[src/design/lpfs_pkg.sv]
package lpfs_pkg;

    localparam int BUFFER_DEPTH = 256;
    localparam int ADDR_W       = $clog2(BUFFER_DEPTH);
    localparam int QUEUE_DEPTH  = 4;
    localparam int QPTR_W       = $clog2(QUEUE_DEPTH);

    // store depth as a 9-bit value, for compares against 9-bit positions
    localparam logic [8:0] DEPTH_LIMIT = 9'(BUFFER_DEPTH);

    typedef enum logic [1:0] {
        KIND_BUS_BYTE  = 2'd0,
        KIND_BUS_READ  = 2'd1,
        KIND_HOST_LOAD = 2'd2,
        KIND_HOST_READ = 2'd3
    } t_kind;

    typedef enum logic [2:0] {
        OP_NONE  = 3'd0,
        OP_RX_WR = 3'd1,
        OP_RX_RD = 3'd2,
        OP_TX_WR = 3'd3,
        OP_TX_RD = 3'd4
    } t_code;

    // one classified word: memory action plus the fields known up front
    typedef struct packed {
        t_code               code;
        logic [ADDR_W-1:0]   addr;
        logic [7:0]          data;
        logic                frame_done;
        logic [7:0]          rx_length;
    } t_op;

    typedef struct packed {
        logic valid;
        t_op  op;
    } t_push;

endpackage

[src/design/length_prefixed_frame_slave.sv]
// Channel   Direction  Handshake          Fields
// input     in         i_valid / o_stall  i_kind i_first i_value i_index i_count
// result    out        o_valid / i_stall  o_tx_byte o_frame_done o_rx_length o_read_data
//
// One word per cycle sustained while no stall holds the flow; each word is written
// to the queue at accept, popped into s1 as its RAM read is issued, then loaded
// into the output register.
// The front updates positions and lengths at accept; each word does at most one
// access to the receive or transmit RAM in the back.
// i_rst_n is synchronous; store contents are not cleared.
// A 4-word queue parts front and back: o_stall rises only when it is full.
module length_prefixed_frame_slave (
    input  logic       i_clk,
    input  logic       i_rst_n,
    input  logic       i_valid,
    output logic       o_stall,
    input  logic [1:0] i_kind,
    input  logic       i_first,
    input  logic [7:0] i_value,
    input  logic [7:0] i_index,
    input  logic [7:0] i_count,
    output logic       o_valid,
    input  logic       i_stall,
    output logic [7:0] o_tx_byte,
    output logic       o_frame_done,
    output logic [7:0] o_rx_length,
    output logic [7:0] o_read_data
);
    import lpfs_pkg::*;

    t_push push;
    t_op   head;
    logic  full;
    logic  empty;
    logic  pop;

    lpfs_front u_front (
        .i_clk   (i_clk),
        .i_rst_n (i_rst_n),
        .i_valid (i_valid),
        .i_kind  (i_kind),
        .i_first (i_first),
        .i_value (i_value),
        .i_index (i_index),
        .i_count (i_count),
        .i_full  (full),
        .o_push  (push)
    );

    lpfs_queue u_queue (
        .i_clk   (i_clk),
        .i_rst_n (i_rst_n),
        .i_push  (push),
        .i_pop   (pop),
        .o_full  (full),
        .o_empty (empty),
        .o_head  (head)
    );

    lpfs_back u_back (
        .i_clk        (i_clk),
        .i_rst_n      (i_rst_n),
        .i_empty      (empty),
        .i_head       (head),
        .o_pop        (pop),
        .o_valid      (o_valid),
        .i_stall      (i_stall),
        .o_tx_byte    (o_tx_byte),
        .o_frame_done (o_frame_done),
        .o_rx_length  (o_rx_length),
        .o_read_data  (o_read_data)
    );

    assign o_stall = full;

endmodule

[src/design/lpfs_ram.sv]
module lpfs_ram #(
    parameter int WIDTH = 8,
    parameter int DEPTH = 256,
    localparam int AW   = $clog2(DEPTH)
) (
    input  logic             i_clk,
    input  logic             i_we,
    input  logic [AW-1:0]    i_waddr,
    input  logic [WIDTH-1:0] i_wdata,
    input  logic             i_re,
    input  logic [AW-1:0]    i_raddr,
    output logic [WIDTH-1:0] o_rdata
);

    logic [WIDTH-1:0] r_mem [DEPTH];
    logic [WIDTH-1:0] r_rdata;

    always_ff @(posedge i_clk) begin
        if (i_we) begin
            r_mem[i_waddr] <= i_wdata;
        end
        if (i_re) begin
            r_rdata <= r_mem[i_raddr];
        end
    end

    assign o_rdata = r_rdata;

endmodule

[src/design/lpfs_front.sv]
module lpfs_front (
    input  logic          i_clk,
    input  logic          i_rst_n,
    input  logic          i_valid,
    input  logic [1:0]    i_kind,
    input  logic          i_first,
    input  logic [7:0]    i_value,
    input  logic [7:0]    i_index,
    input  logic [7:0]    i_count,
    input  logic          i_full,
    output lpfs_pkg::t_push o_push
);
    import lpfs_pkg::*;

    logic [7:0] r_rx_pos,    n_rx_pos;
    logic [7:0] r_rx_len,    n_rx_len;
    logic [8:0] r_tx_pos,    n_tx_pos;
    logic [8:0] r_tx_total,  n_tx_total;
    logic [7:0] r_tx_header, n_tx_header;
    logic       accept;
    logic [7:0] rx_pos_inc;
    logic [8:0] load_slot;
    t_op        op;

    assign accept     = i_valid && !i_full;
    assign rx_pos_inc = r_rx_pos + 8'd1;
    assign load_slot  = {1'b0, i_index} + 9'd1;

    always_comb begin
        n_rx_pos      = r_rx_pos;
        n_rx_len      = r_rx_len;
        n_tx_pos      = r_tx_pos;
        n_tx_total    = r_tx_total;
        n_tx_header   = r_tx_header;
        op.code       = OP_NONE;
        op.addr       = '0;
        op.data       = '0;
        op.frame_done = 1'b0;
        case (t_kind'(i_kind))
            KIND_BUS_BYTE: begin
                if (i_first) begin
                    n_rx_len = i_value;
                    n_rx_pos = '0;
                end else if (r_rx_pos < r_rx_len) begin
                    if ({1'b0, r_rx_pos} < DEPTH_LIMIT) begin
                        op.code = OP_RX_WR;
                        op.addr = r_rx_pos[ADDR_W-1:0];
                        op.data = i_value;
                    end
                    n_rx_pos = rx_pos_inc;
                    if (rx_pos_inc == r_rx_len) begin
                        // frame complete: drop the transmit frame
                        n_tx_total    = '0;
                        n_tx_header   = '0;
                        n_tx_pos      = '0;
                        op.frame_done = 1'b1;
                    end
                end
            end
            KIND_BUS_READ: begin
                if (r_tx_pos < r_tx_total) begin
                    if (r_tx_pos == 9'd0) begin
                        op.data = r_tx_header;
                    end else if (r_tx_pos < DEPTH_LIMIT) begin
                        op.code = OP_TX_RD;
                        op.addr = r_tx_pos[ADDR_W-1:0];
                    end
                    n_tx_pos = r_tx_pos + 9'd1;
                end
            end
            KIND_HOST_LOAD: begin
                n_tx_header = i_count;
                n_tx_total  = {1'b0, i_count} + 9'd1;
                if (i_index < i_count && load_slot < DEPTH_LIMIT) begin
                    op.code = OP_TX_WR;
                    op.addr = load_slot[ADDR_W-1:0];
                    op.data = i_value;
                end
            end
            KIND_HOST_READ: begin
                if (i_index < r_rx_len && {1'b0, i_index} < DEPTH_LIMIT) begin
                    op.code = OP_RX_RD;
                    op.addr = i_index[ADDR_W-1:0];
                end
            end
            default: begin
            end
        endcase
        op.rx_length = n_rx_len;
    end

    always_ff @(posedge i_clk) begin
        if (!i_rst_n) begin
            r_rx_pos    <= '0;
            r_rx_len    <= '0;
            r_tx_pos    <= '0;
            r_tx_total  <= '0;
            r_tx_header <= '0;
        end else if (accept) begin
            r_rx_pos    <= n_rx_pos;
            r_rx_len    <= n_rx_len;
            r_tx_pos    <= n_tx_pos;
            r_tx_total  <= n_tx_total;
            r_tx_header <= n_tx_header;
        end
    end

    assign o_push.valid = accept;
    assign o_push.op    = op;

endmodule

[src/design/lpfs_queue.sv]
module lpfs_queue (
    input  logic            i_clk,
    input  logic            i_rst_n,
    input  lpfs_pkg::t_push i_push,
    input  logic            i_pop,
    output logic            o_full,
    output logic            o_empty,
    output lpfs_pkg::t_op   o_head
);
    import lpfs_pkg::*;

    t_op               r_slot [QUEUE_DEPTH];
    logic [QPTR_W-1:0] r_wr_ptr;
    logic [QPTR_W-1:0] r_rd_ptr;
    logic [QPTR_W:0]   r_fill;
    logic              do_pop;

    assign o_full  = r_fill == (QPTR_W + 1)'(QUEUE_DEPTH);
    assign o_empty = r_fill == '0;
    assign o_head  = r_slot[r_rd_ptr];
    assign do_pop  = i_pop && !o_empty;

    always_ff @(posedge i_clk) begin
        if (i_push.valid) begin
            r_slot[r_wr_ptr] <= i_push.op;
        end
    end

    always_ff @(posedge i_clk) begin
        if (!i_rst_n) begin
            r_wr_ptr <= '0;
            r_rd_ptr <= '0;
            r_fill   <= '0;
        end else begin
            if (i_push.valid) begin
                r_wr_ptr <= r_wr_ptr + QPTR_W'(1);
            end
            if (do_pop) begin
                r_rd_ptr <= r_rd_ptr + QPTR_W'(1);
            end
            if (i_push.valid && !do_pop) begin
                r_fill <= r_fill + (QPTR_W + 1)'(1);
            end else if (do_pop && !i_push.valid) begin
                r_fill <= r_fill - (QPTR_W + 1)'(1);
            end
        end
    end

endmodule

[src/design/lpfs_back.sv]
module lpfs_back (
    input  logic          i_clk,
    input  logic          i_rst_n,
    input  logic          i_empty,
    input  lpfs_pkg::t_op i_head,
    output logic          o_pop,
    output logic          o_valid,
    input  logic          i_stall,
    output logic [7:0]    o_tx_byte,
    output logic          o_frame_done,
    output logic [7:0]    o_rx_length,
    output logic [7:0]    o_read_data
);
    import lpfs_pkg::*;

    t_op        r_s1;
    logic       r_s1_valid;
    logic       r_out_valid;
    logic [7:0] r_tx_byte;
    logic       r_frame_done;
    logic [7:0] r_rx_length;
    logic [7:0] r_read_data;
    logic       out_free;
    logic       advance;
    logic       pop;
    logic [7:0] rx_rdata;
    logic [7:0] tx_rdata;
    logic [7:0] tx_byte;
    logic [7:0] read_data;

    assign out_free = !r_out_valid || !i_stall;
    assign advance  = r_s1_valid && out_free;
    assign pop      = !i_empty && (!r_s1_valid || out_free);

    // RAM read data holds while the word waits in s1
    lpfs_ram #(.WIDTH(8), .DEPTH(BUFFER_DEPTH)) u_rx_ram (
        .i_clk   (i_clk),
        .i_we    (pop && i_head.code == OP_RX_WR),
        .i_waddr (i_head.addr),
        .i_wdata (i_head.data),
        .i_re    (pop && i_head.code == OP_RX_RD),
        .i_raddr (i_head.addr),
        .o_rdata (rx_rdata)
    );

    lpfs_ram #(.WIDTH(8), .DEPTH(BUFFER_DEPTH)) u_tx_ram (
        .i_clk   (i_clk),
        .i_we    (pop && i_head.code == OP_TX_WR),
        .i_waddr (i_head.addr),
        .i_wdata (i_head.data),
        .i_re    (pop && i_head.code == OP_TX_RD),
        .i_raddr (i_head.addr),
        .o_rdata (tx_rdata)
    );

    always_comb begin
        tx_byte   = '0;
        read_data = '0;
        case (r_s1.code)
            OP_NONE:  tx_byte   = r_s1.data;
            OP_TX_RD: tx_byte   = tx_rdata;
            OP_RX_RD: read_data = rx_rdata;
            default: begin
            end
        endcase
    end

    always_ff @(posedge i_clk) begin
        if (pop) begin
            r_s1 <= i_head;
        end
        if (advance) begin
            r_tx_byte    <= tx_byte;
            r_frame_done <= r_s1.frame_done;
            r_rx_length  <= r_s1.rx_length;
            r_read_data  <= read_data;
        end
    end

    always_ff @(posedge i_clk) begin
        if (!i_rst_n) begin
            r_s1_valid  <= 1'b0;
            r_out_valid <= 1'b0;
        end else begin
            if (pop) begin
                r_s1_valid <= 1'b1;
            end else if (advance) begin
                r_s1_valid <= 1'b0;
            end
            if (advance) begin
                r_out_valid <= 1'b1;
            end else if (!i_stall) begin
                r_out_valid <= 1'b0;
            end
        end
    end

    assign o_pop        = pop;
    assign o_valid      = r_out_valid;
    assign o_tx_byte    = r_tx_byte;
    assign o_frame_done = r_frame_done;
    assign o_rx_length  = r_rx_length;
    assign o_read_data  = r_read_data;

endmodule

[config.mk]
export PLATFORM = sky130hd
export DESIGN_NAME = length_prefixed_frame_slave
export DESIGN_NICKNAME = d
export VERILOG_FILES = /design/src/design/lpfs_pkg.sv /design/src/design/length_prefixed_frame_slave.sv /design/src/design/lpfs_ram.sv /design/src/design/lpfs_front.sv /design/src/design/lpfs_queue.sv /design/src/design/lpfs_back.sv
export SDC_FILE = /design/constraint.sdc
export NUM_CORES = 2
export LEC_CHECK = 0
export BUFFER_PORTS_ARGS = -buffer_cell sky130_fd_sc_hd__buf_2
export CORE_ASPECT_RATIO = 1.75
export CORE_MARGIN = 10
export CORE_UTILIZATION = 30
export DETAILED_ROUTE_END_ITERATION = 10
export PLACE_DENSITY = 0.51
export SLEW_MARGIN = 20
export SYNTH_ARGS = -nofsm -noshare
export SYNTH_HDL_FRONTEND = slang
export SYNTH_MEMORY_MAX_BITS = 65536
export SYNTH_SLANG_ARGS = --single-unit
[constraint.sdc]
create_clock -name i_clk -period 10.8 [get_ports i_clk]
set_input_delay 1.08 -clock i_clk [delete_from_list [all_inputs] [get_ports i_clk]]
set_output_delay 1.08 -clock i_clk [all_outputs]
set_load 0.005 [all_outputs]
Word-level counts from Yosys, hierarchy flattened
Memories as Yosys holds them, arrays and structs flattened. A register that Yosys moved wholly into a read port is not among the register bits.
Index checks and enable logic that the tools add are counted.
{"block": "totals", "reg_bits": 96, "elab_cells": 124, "memories": 3, "ramBits": 4208, "input_bits": 31, "out_inout_bits": 27}
{"block": "op_classes", "n_addsub": 8, "reduce_logical": 32, "muxes": 41, "order_cmp": 6, "n_eq_ne": 16}
{"name": "u_back.u_rx_ram.r_mem", "words": 256, "word_bits": 8, "read_ports": 1, "rd_clocked_by_memory_dff": 1, "write_ports": 1, "line": "lpfs_ram.sv:15", "rtl": "logic [WIDTH-1:0] r_mem [DEPTH];"}
{"name": "u_back.u_tx_ram.r_mem", "words": 256, "word_bits": 8, "read_ports": 1, "rd_clocked_by_memory_dff": 1, "write_ports": 1, "line": "lpfs_ram.sv:15"}
{"name": "u_queue.r_slot", "words": 4, "word_bits": 28, "read_ports": 1, "rd_clocked_by_memory_dff": 1, "write_ports": 1, "line": "lpfs_queue.sv:12", "rtl": "t_op r_slot [QUEUE_DEPTH];"}
{"op": "two-way mux 8 bit", "n": 8}
{"op": "case mux 11 bit (4 select lines)", "n": 1}
{"op": "two-way mux 18 bit", "n": 2}
{"op": "two-way mux 9 bit", "n": 4}
{"op": "case mux 9 bit (2 select lines)", "n": 2}
{"op": "case mux 8 bit (2 select lines)", "n": 2}
{"op": "< comparator 8 bit", "n": 3}
{"op": "case mux 8 bit (3 select lines)", "n": 1}
{"op": "two-way mux 11 bit", "n": 2}
{"op": "two-way mux 20 bit", "n": 1}
{"op": "two-way mux 19 bit", "n": 1}
{"op": "adder 8 x 1 -> 9 bit, second input constant", "n": 2}
{"op": "< comparator 9 bit, second input constant", "n": 2}
{"op": "two-way mux 1 bit", "n": 12}
{"op": "logical AND 1 bit", "n": 11}
{"op": "two-way mux 10 bit", "n": 1}
{"op": "nonzero test 2 bit", "n": 5}
{"op": "adder 9 x 1 -> 9 bit, second input constant", "n": 1}
{"op": "equality test 3 x 2 -> 1 bit, second input constant", "n": 3}
{"op": "equality test 3 bit, second input constant", "n": 3}
{"op": "zero test 9 bit", "n": 1}
{"op": "< comparator 9 bit", "n": 1}
{"op": "adder 8 x 1 -> 8 bit, second input constant", "n": 1}
{"op": "equality test 8 bit", "n": 1}
{"op": "other kinds (17)", "n": 32}

Logic depth before layout (Yosys ltp)
{"block": "logic_depth", "ltp_word": 8, "mapped_depth": 14, "ltp_nobuf": 10}

By module
A second synthesis with hierarchy kept.
{"block": "unflattened", "cells_unflattened": 8164, "area_unflattened_um2": 168909.5}
{"mod": "lpfs_ram", "area_each_um2": 79636.4, "cells_per_inst": 3733, "seq_area_each_um2": 61739.2, "instances": 2}
{"mod": "lpfs_queue", "area_each_um2": 4565.6, "cells_per_inst": 189, "seq_area_each_um2": 3543.4, "instances": 1}
{"mod": "lpfs_front", "area_each_um2": 3392.0, "cells_per_inst": 423, "seq_area_each_um2": 840.8, "instances": 1}
{"mod": "lpfs_back", "area_each_um2": 1679.1, "cells_per_inst": 86, "seq_area_each_um2": 1391.3, "instances": 1}

Least setup slack after synthesis
No wires, ideal clock.
{"block": "synth_path", "path_type": "flip-flop to flip-flop", "from": "reg (tool-made name)", "to": "reg u_back.r_s1[10] (netlist bit), data pin", "setup_time_ns": 0.904, "arrival_ns": 5.229, "setup_slack_ns": 4.667, "synth_period_minus_slack_ns": 6.133, "required_time_ns": 9.896, "path_stages_with_launch": 6, "path_cell_list": "dfxtp_1 -> buf_6 -> buf_2 -> buf_2 -> buf_1 -> mux4_2"}
{"element": "to (signal assigned)", "line": "lpfs_back.sv:70", "rtl": "r_s1 <= i_head;"}
{"element": "to (decl)", "line": "lpfs_back.sv:16", "rtl": "t_op r_s1;"}

==> results.py <==
metrics = {
    "routing": {
        "drc": 0,
        "postRouteAntennaNets": 0,
        "route.vias.total": 97130,
        "postRouteWirelength_mm": 496.9,
        "number_of_drc_violations_after_detailed_routing_iteration_0": 8194,
        "vias_per_cell": 5.061,
        "wire_per_inst_um": 25.89,
        "drt_first_pass_iters": 6,
    },
    "clock_tree": {
        "max-clock-path-buffers": 4,
        "buffer_type_at_the_clock_tree_root": "clkbuf_16",
        "htree_levels": 5,
        "cts_hold_bufs": 0,
        "cts.repair_timing.setup_buffer_count": 0,
        "tritoncts": "built",
        "cts.repair.resized": 0,
        "clk-insertion-delay-late_ps": 970,
        "clock_sinks": 4322,
        "cts-buffers-inserted": 365,
        "clk_transition_reported_paths_ps": 70,
    },
    "logic_synthesis": {
        "syn_nets": 11570,
        "synth-main-ff-cell": "edfxtp_1",
        "syn_area_mm2": 0.1712,
        "synth-async-reset-ratio": 0,
        "synth_top_area_frac": 0.7488,
        "synth-seq-cells": 4322,
        "postSynthCellCount": 11500,
        "postSynthAreaPerCell_um2": 14.89,
        "ys_types": 62,
        "yosys-top-cells-count": "edfxtp_1, nand2_1, a211oi_1",
        "synth_largest_area_cell": "edfxtp_1",
        "synth.most_common_cell": "edfxtp_1",
        "synth-edff-count": 4269,
        "yosysSeqAreaShare": 0.7550,
        "yosys_warnings": 0,
        "post_synth_main_area_contributors": "edfxtp_1, nand2_1, mux4_2",
    },
    "power": {
        "power.share.switching": 0.3622,
        "power.clock.fraction": 0.266,
        "power_frac_comb": 0.317,
        "vdd.ir_drop.worst_mv": 0.2196,
        "power.sequential.fraction": 0.416,
        "totalPowerFinal_mw": 51.07,
        "net-switching-power_mw": 18.50,
        "p_leak_nw": 58.78,
        "power_per_cell_area_mw_per_mm2": 266.1,
        "p_int_mw": 32.57,
    },
    "sta": {
        "fin_crit_sh": 0.5812,
        "setup_ws_ps": 4524,
        "rsz0062_at_grt": "no",
        "final.hold.worst_slack_ps": 389.6,
        "worst_clock_skew_ps": 56.43,
        "maxSlewViolCount": 0,
        "setup_tns_ps": 0,
        "fin_crit_ps": 6276,
        "hold_viol_final": 0,
        "tightest_slew_ps": 1205,
        "final_setup_vio_count": 0,
        "slew_headroom": 0.1964,
        "fmax_ghz": 0.1593,
    },
    "layout": {
        "core_util_final": 0.3369,
        "post_route_non_filler_standard_cell_count": 19190,
        "post_route_cells_drive_above_1_share": 0.09974,
        "nets": 11390,
        "filler_cell_count": 54700,
        "final-seq-area_mm2": 0.1293,
        "area_of_all_placed_cells_without_fillers_mm2": 0.1920,
        "multiInputGateArea_mm2": 0.03886,
        "areaGrowthSynthToFinish_pct": 12.13,
    },
    "floorplan": {
        "fp.dieArea_mm2": 0.6025,
        "die_h_mm": 1.019,
        "ioPinCount": 58,
        "width_of_the_chip_um": 591.0,
        "coreArea_mm2": 0.5699,
        "fp-row-count": 367,
        "floorplan.initialDensity": 0.3004,
    },
    "placed_design": {
        "dp_cells": 18520,
        "numPortBuffers": 57,
        "dp_hpwl_mm": 302.1,
        "placed_cell_area_mm2": 0.1799,
        "gpl_congestion": 0.8247,
        "place_ws_ps": 4456,
    },
    "global_routing": {
        "number_of_global_route_vias_before_repair": 98060,
        "globalRouteMet2Util": 0.3036,
        "antenna_violations_before_repair": 11,
        "global_route.peak_usage_layer": "met2",
        "use_met3": 0.01476,
        "grt_use_met1": 0.1810,
        "grt_pass1_wl_mm": 712.0,
        "globalRouteTotalUtil": 0.1582,
        "overflow": 0,
        "pin_count_of_the_biggest_net_entering_global_routing": 188,
    },
    "worst_setup_path": {
        "arrival_ps": 6830,
        "crit-reg2reg-capture": "u_back.u_tx_ram.o_rdata[5]",
        "worstSetupEndpointType": "register",
        "last_element_of_the_critical_path": "u_back.u_tx_ram.o_rdata[5]",
        "depth_of_the_most_critical_reg_to_reg_path": 10,
        "r2r_setup_slack_ps": 4520,
        "cp-start-kind": "register",
        "crit_fanout": 41,
        "cp_data_required_time_ps": 11350,
        "timing.setup.critical_path_class": "register to register",
    },
    "job": {
        "max_cap_violations": 0,
    },
    "run_status": {
        "outcome": "finished, final reports clean",
    },
    "min_path": {
        "hp-class": "input port to register",
    },
}
## how the worst min path moves through the flow
stage,end,from,cells after the start
after detailed placement,u_back.o_rx_length[4],u_back.r_s1[4],0
after floorplan,u_back.o_frame_done,u_back.r_s1[8],0
final,u_back.o_valid,i_stall,3
after global routing,u_back.o_valid,i_stall,3
after global placement,u_back.o_rx_length[1],u_back.r_s1[1],0
after CTS,u_back.o_valid,i_stall,3
## layout by cell type (no fill, tap or decap), types with 16 or more instances in the layout
| cell type | n |
|---|---|
| dfxtp_1 | 51 |
| a211oi_1 | 698 |
| clkinv_1 | 75 |
| nand3_1 | 310 |
| mux4_2 | 272 |
| nand4_1 | 20 |
| a31oi_1 | 638 |
| buf_12 | 26 |
| o21ai_0 | 181 |
| nand2_1 | 2011 |
| a21oi_1 | 155 |
| nor2b_1 | 373 |
| buf_4 | 185 |
| nor4_1 | 117 |
| o221ai_1 | 33 |
| nor2_1 | 553 |
| and2_0 | 160 |
| nand2_2 | 44 |
| ha_1 | 40 |
| edfxtp_1 | 4269 |
| clkinv_2 | 58 |
| buf_2 | 57 |
| inv_1 | 38 |
| mux2i_1 | 46 |
| nor3_1 | 16 |
| clkbuf_1 | 78 |
| o22ai_1 | 220 |
| a22oi_1 | 38 |
| bufinv_16 | 42 |
| and2_1 | 191 |
| clkbuf_16 | 375 |
| and3_1 | 48 |
## critical path, cell delays in order (launching register included)
cell     delay, ps
dfxtp_2        310
buf_4          440
mux2i_1        250
mux2i_4        790
buf_4          650
nand3_4        890
buf_4          600
o22ai_1        420
nor4_2         160
a22oi_1        720
nand4_1        410
## power groups by stage
stage | Clock, mW | Sequential, mW | Combinational, mW
2_1_floorplan | 0 | 22.1 | 9.50
6_report | 13.6 | 21.3 | 16.2
3_5_place_dp | 0 | 21.6 | 16.5
4_1_cts | 13.9 | 21.3 | 16.5
5_1_grt | 14.4 | 21.3 | 17.4
3_3_place_gp | 0 | 21.6 | 16.4
## cell families (layout without fill, tap and decap cells)
| logic type | count (synthesis) | after routing | synth area share |
|---|---|---|---|
| AND/OR/NAND/NOR | 3900 | 3900 | 0.1021 |
| multiplexers | 336 | 336 | 0.04032 |
| AO/OA/AOI/OAI | 2020 | 2020 | 0.07787 |
| other | 0 | 7 | 0 |
| XOR/XNOR | 23 | 23 | 0.001177 |
| flip-flops | 4322 | 4322 | 0.7550 |
| adder cells (fa/ha/maj) | 41 | 41 | 0.003040 |
| buffers and inverters | 856 | 978 | 0.02046 |
## layer usage
metal  part of all wire  vias to the layer above  wire [um]
li1                   -                    43500          -
met1               0.37                    50410     186200
met2               0.54                     2489     270400
met3              0.039                      724      19460
met4              0.042                        2      20820
met5           0.000026                        -         13
## flip-flops by register name, indices dropped and copies added (netlist names), named ones only
name,count
u_back.r_s1_valid,1
u_front.r_rx_pos,8
u_queue.r_wr_ptr,2
u_back.u_tx_ram.r_mem,2048
u_back.o_read_data,8
u_queue.r_slot,112
u_back.o_rx_length,8
u_front.r_tx_total,9
u_back.o_tx_byte,8
u_front.r_tx_pos,9
u_back.r_s1,20
u_back.u_rx_ram.o_rdata,8
u_back.u_rx_ram.r_mem,2048
u_back.o_valid,1
u_queue.r_fill,3
u_front.r_rx_len,8
u_front.r_tx_header,8
u_back.u_tx_ram.o_rdata,8
u_back.o_frame_done,1
u_queue.r_rd_ptr,2
## final cells by class
class	instances	area share
Clock inverter	210	0.01159
Antenna cell	7	0.00009125
Timing Repair Buffer	270	0.01172
Inverter	40	0.0007821
Tap cell	7564	0.04930
Clock buffer	458	0.05077
Multi-Input combinational cell	6320	0.2024
Sequential cell	4322	0.6733
No activity file was read; power rests on OpenSTA's default activity.
